File: config.mk
export PLATFORM = sky130hd
export DESIGN_NAME = gbpf_ctrl
export DESIGN_NICKNAME = d
export VERILOG_FILES = /design/src/hw/rtl/gbpf_pkg.sv /design/src/hw/rtl/gbpf_ctrl.sv
export SDC_FILE = /design/constraint.sdc
export NUM_CORES = 1
export LEC_CHECK = 0
export BUFFER_PORTS_ARGS = -buffer_cell sky130_fd_sc_hd__buf_4
export CORE_AREA = 2 2 39 41
export CTS_BUF_LIST = sky130_fd_sc_hd__clkbuf_8 sky130_fd_sc_hd__clkbuf_16
export DETAILED_ROUTE_END_ITERATION = 7
export DIE_AREA = 0 0 41 43
export MAX_ROUTING_LAYER = met4
export SETUP_SLACK_MARGIN = 0.2
export SYNTH_ARGS = -nofsm -noshare
export SYNTH_HDL_FRONTEND = slang
export SYNTH_SLANG_ARGS = --single-unit
File: constraint.sdc
create_clock -name aclk -period 1.7 [get_ports aclk]
set_clock_uncertainty 0.15 [all_clocks]
set_input_delay 0.085 -clock aclk [delete_from_list [all_inputs] [get_ports aclk]]
set_output_delay 0.085 -clock aclk [all_outputs]
set_load 0.05 [all_outputs]
File: src/hw/rtl/gbpf_pkg.sv
// Shared constants, field layout, operation codes and control types for the page frame store.
package gbpf_pkg;

    localparam int DISPLAY_WIDTH  = 128;
    localparam int DISPLAY_HEIGHT = 64;
    localparam int MAX_GLYPH      = 64;

    localparam int BYTE_BITS   = 8;
    localparam int PAGE_ROWS   = 8;
    localparam int PAGE_SHIFT  = $clog2(PAGE_ROWS);
    localparam int PAGES       = (DISPLAY_HEIGHT + PAGE_ROWS - 1) / PAGE_ROWS;
    localparam int STORE_BYTES = DISPLAY_WIDTH * PAGES;
    localparam int ADDR_W      = $clog2(STORE_BYTES);
    localparam int MAX_DIM     = (DISPLAY_WIDTH > DISPLAY_HEIGHT) ? DISPLAY_WIDTH : DISPLAY_HEIGHT;
    localparam int COORD_W     = $clog2(MAX_DIM);

    localparam int FUNC_W     = 2;
    localparam int POS_W      = 16;
    localparam int POS_EXT_W  = POS_W + 2;
    localparam int COLOUR_W   = 2;
    localparam int GSIZE_W    = 7;
    localparam int RADDR_IN_W = 10;
    localparam int KIDX_W     = $clog2(BYTE_BITS);
    localparam int NCNT_W     = KIDX_W + 1;

    // s_tdata layout, lowest bits first.
    localparam int POS_X_LSB   = 0;
    localparam int POS_Y_LSB   = POS_X_LSB + POS_W;
    localparam int COLOUR_LSB  = POS_Y_LSB + POS_W;
    localparam int BG_LSB      = COLOUR_LSB + COLOUR_W;
    localparam int GW_LSB      = BG_LSB + COLOUR_W;
    localparam int GH_LSB      = GW_LSB + GSIZE_W;
    localparam int BITMAP_LSB  = GH_LSB + GSIZE_W;
    localparam int RADDR_LSB   = BITMAP_LSB + BYTE_BITS;
    localparam int S_DATA_BITS = RADDR_LSB + RADDR_IN_W;
    localparam int S_TDATA_W   = ((S_DATA_BITS + 7) / 8) * 8;

    // s_tuser layout, lowest bits first.
    localparam int FUNC_LSB   = 0;
    localparam int START_LSB  = FUNC_LSB + FUNC_W;
    localparam int S_TUSER_W  = START_LSB + 1;

    localparam int M_TDATA_W = BYTE_BITS;

    localparam int PADDR_W      = 3;
    localparam int PDATA_W      = 32;
    localparam int REG_IDX_W    = PADDR_W - 2;
    localparam int ROTATION_W   = 2;
    localparam logic [REG_IDX_W-1:0] REG_ROTATION = '0;

    localparam logic [FUNC_W-1:0] FUNC_PLOT  = 2'd0;
    localparam logic [FUNC_W-1:0] FUNC_GLYPH = 2'd1;
    localparam logic [FUNC_W-1:0] FUNC_CLEAR = 2'd2;
    localparam logic [FUNC_W-1:0] FUNC_READ  = 2'd3;

    localparam logic [COLOUR_W-1:0] COL_CLEAR  = 2'd0;
    localparam logic [COLOUR_W-1:0] COL_SET    = 2'd1;
    localparam logic [COLOUR_W-1:0] COL_INVERT = 2'd2;
    localparam logic [COLOUR_W-1:0] COL_KEEP   = 2'd3;

    typedef struct packed {
        logic load;
        logic clr_step;
        logic pix_rd;
        logic pix_wr;
        logic rd_mem;
        logic finish;
    } gbpf_cmd_t;

    typedef struct packed {
        logic [FUNC_W-1:0] func;
        logic              pix_none;
        logic              pix_last;
        logic              clr_last;
        logic              out_busy;
    } gbpf_stat_t;

endpackage

File: src/hw/rtl/gbpf_ctrl.sv
// Controller state machine that sequences clears, pixel read-modify-writes and reads.
module gbpf_ctrl (
    input  logic                aclk,
    input  logic                aresetn,
    input  logic                s_tvalid,
    output logic                s_tready,
    input  gbpf_pkg::gbpf_stat_t stat,
    output gbpf_pkg::gbpf_cmd_t  cmd
);
    import gbpf_pkg::*;

    localparam logic [2:0] ST_BOOT     = 3'd0;
    localparam logic [2:0] ST_IDLE     = 3'd1;
    localparam logic [2:0] ST_DISPATCH = 3'd2;
    localparam logic [2:0] ST_PIX_RD   = 3'd3;
    localparam logic [2:0] ST_PIX_WR   = 3'd4;
    localparam logic [2:0] ST_READ     = 3'd5;
    localparam logic [2:0] ST_CLEAR    = 3'd6;
    localparam logic [2:0] ST_FINISH   = 3'd7;

    logic [2:0] state_reg;
    logic [2:0] state_next;

    always_ff @(posedge aclk) begin
        if (!aresetn) begin
            state_reg <= ST_BOOT;
        end else begin
            state_reg <= state_next;
        end
    end

    always_comb begin
        cmd        = '0;
        s_tready   = 1'b0;
        state_next = state_reg;
        case (state_reg)
            ST_BOOT: begin
                cmd.clr_step = 1'b1;
                if (stat.clr_last) begin
                    state_next = ST_IDLE;
                end
            end
            ST_IDLE: begin
                s_tready = 1'b1;
                if (s_tvalid) begin
                    cmd.load   = 1'b1;
                    state_next = ST_DISPATCH;
                end
            end
            ST_DISPATCH: begin
                case (stat.func)
                    FUNC_PLOT, FUNC_GLYPH: begin
                        state_next = stat.pix_none ? ST_FINISH : ST_PIX_RD;
                    end
                    FUNC_CLEAR: begin
                        state_next = ST_CLEAR;
                    end
                    default: begin
                        state_next = ST_READ;
                    end
                endcase
            end
            ST_PIX_RD: begin
                cmd.pix_rd = 1'b1;
                state_next = ST_PIX_WR;
            end
            ST_PIX_WR: begin
                cmd.pix_wr = 1'b1;
                state_next = stat.pix_last ? ST_FINISH : ST_PIX_RD;
            end
            ST_READ: begin
                cmd.rd_mem = 1'b1;
                state_next = ST_FINISH;
            end
            ST_CLEAR: begin
                cmd.clr_step = 1'b1;
                if (stat.clr_last) begin
                    state_next = ST_FINISH;
                end
            end
            ST_FINISH: begin
                if (!stat.out_busy) begin
                    cmd.finish = 1'b1;
                    state_next = ST_IDLE;
                end
            end
            default: begin
                state_next = ST_IDLE;
            end
        endcase
    end

endmodule

==> results.cfg <==
[finish]
layout_common_cells = buf_4, nor2_1, inv_1, a31oi_1, clkbuf_8
largest_reg_flops = 3
regArea_um2 = 68.8
layout.filler_cells = 167
final_common_cell = buf_4
areaGrowthSynthToFinish_pct = 68.7
drive_gt1_share_pct = 47.2
diodes = 0
finalInstanceArea_um2 = 458
multi_input_area_um2 = 194
final_nets = 63

[logic_synthesis]
syn-num-nets = 45
seq_area_frac_synth_pct = 22.1
yosysWarnings = 0
syn_area_per_cell_um2 = 7.54
synth_cells = 36
synth_cell_types = 22
synth_area_um2 = 272
ys_ff_latch = 3

[floorplan]
io-pin-count = 16
core_um2 = 1380
num_rows = 14
initial_core_util_pct = 19.6
fp.dieW_um = 41
die_y_um = 43
dieArea_um2 = 1760

[timing]
relSlewSlack_pct = 78.8
max_freq_ghz = 0.716
setup_viol = 0
rsz0062_at_grt = false
fin_crit_ns = 1.40
maxSlewViolCount = 0
tightest_slew_ns = 0.314
finalHoldViolCount = 0
min_period_over_period_pct = 82.2

[power]
finalPower_uw = 553
ir_worst_vdd_mv = 0.278
p_leak_nw = 0.205
p_per_area_nw_per_um2 = 1210

[cts]
numCtsBuffers = 3
clk_latency_ns = 0.22
cts_num_sinks = 3
clockBufferDepth = 2
cts-root-buf = clkbuf_8
htreeDepth = 1
cts_tree = done
path_clk_slew_ns = 0.03

[worst_setup_path]
start_kind = register
endpoint_kind = output pin
worstSetupPathType = reg -> out
crit_fanout = 13
crit_slowest_cell = dfxtp_2
crit_chain = xor2_1 > nor2_1 > buf_4
critPathMaxStageDelay_ns = 0.48
path_buf_inv = 1
cp.required_ns = 1.46
cpLargestDelayFamily = flip-flops
critical_path_arrival_ns = 1.16

[routing]
wl_um = 694
drcViolationCount = 0
wl_per_cell_um = 10.1
antenna_left = 0
firstDrtPassIters = 2
vias = 314
via_per_inst = 4.55
drt_iter0_markers = 2

[place]
gp_congestion = 0.768
placed_cell_area_um2 = 394
dpl.hpwl_um = 507
portBuffers = 15

[hold_path]
hold_class = in -> reg

[outcome]
outcome = finished clean

[grt]
grt_max_degree = 16
gr-usage-all-layers_pct = 10.2
grt-ovfl-total = 0
grt_pass1_vias = 297
grt_pass1_wl_um = 1190
antenna_found_initial = 0

[job]
maxCapViolations = 0
## worst reg2reg max path: stages (launching register included)
cell,delay (ns)
dfxtp_2,0.39
or3_1,0.37
o211ai_1,0.10
a31oi_1,0.10
## worst paths after layout
check	startpoint	end	slack, ns	cells past startpoint
worst max-delay path	state_reg[1]	cmd[4]	0.30	3
worst min register to register	state_reg[2]	state_reg[1]	0.48	2
worst min-delay path	stat[1]	state_reg[0]	0.04	3
worst max register to register	state_reg[1]	state_reg[2]	0.47	3
## kinds of logic (layout without fill, tap and decap cells)
group           count (synthesis)  in the layout  synth area share, %
buf+inv                         5             22                 12.4
xor+xnor                        1              1                 3.23
compound gates                 12             12                 32.3
simple gates                   15             15                 30.0
flops                           3              3                 22.1
## cell usage after synthesis, drive strengths merged
| master | instances | area share [%] |
|---|---|---|
| a211o | 1 | 3.2 |
| a31o | 1 | 3.2 |
| o31ai | 2 | 5.5 |
| nor2b | 1 | 2.3 |
| o21ai | 1 | 1.8 |
| nand2 | 2 | 2.8 |
| nor3b | 2 | 7.4 |
| or3 | 1 | 2.3 |
| nand3 | 1 | 1.8 |
| dfxtp | 3 | 22 |
| nor2 | 5 | 6.9 |
| xor2 | 1 | 3.2 |
| and2 | 2 | 4.6 |
| o31a | 1 | 3.2 |
| buf | 3 | 9.7 |
| inv | 2 | 2.8 |
| nor3 | 1 | 1.8 |
| a21boi | 1 | 2.8 |
| o211ai | 2 | 5.5 |
| a31oi | 3 | 6.9 |
## power by group
part	internal [mW]	leakage (nW)	switching [mW]
logic	0.0939	0.152	0.130
registers	0.0866	0.0264	0.0415
clock network	0.154	0.0269	0.0472
## metal layers
| metal | wire (µm) | track usage (%) | part of all wire [%] |
|---|---|---|---|
| met1 | 301 | 13.1 | 43 |
| met2 | 319 | 13.4 | 46 |
| met3 | 54 | 0 | 7.8 |
| met4 | 17 | 10.0 | 2.4 |
| met5 | 0 | - | 0 |
## metrics by stage
stage,util [%],setup slack (ns),hold WS (ns),TNS (ns),cells
2_1_floorplan,-,-0.0890,0.0640,-0.0890,36
3_3_place_gp,28.5,0.318,0.209,0,64
3_5_place_dp,28.5,0.282,0.210,0,64
4_1_cts,32.7,0.233,0.0344,0,69
5_1_grt,33.1,0.204,0.0725,0,69
6_report,33.1,0.303,0.0377,0,69
## repair_timing
action                                 4_1_cts  5_1_grt
hold buffers                                 1        0
gates resized for setup                      3        2
setup endpoints to repair                    7        2
endpoints found under the hold margin        3        0
buffers inserted                             0        0
## area by class of cell
cell class,count,area share [%]
clock buffer,3,9.02
multi-input combinational,28,42.3
sequential,3,15.0
timing repair buffer,16,26.8
clock inverter,1,0.820
tap,16,4.37
inverter,2,1.64
Power figures use the tool's default switching activity.
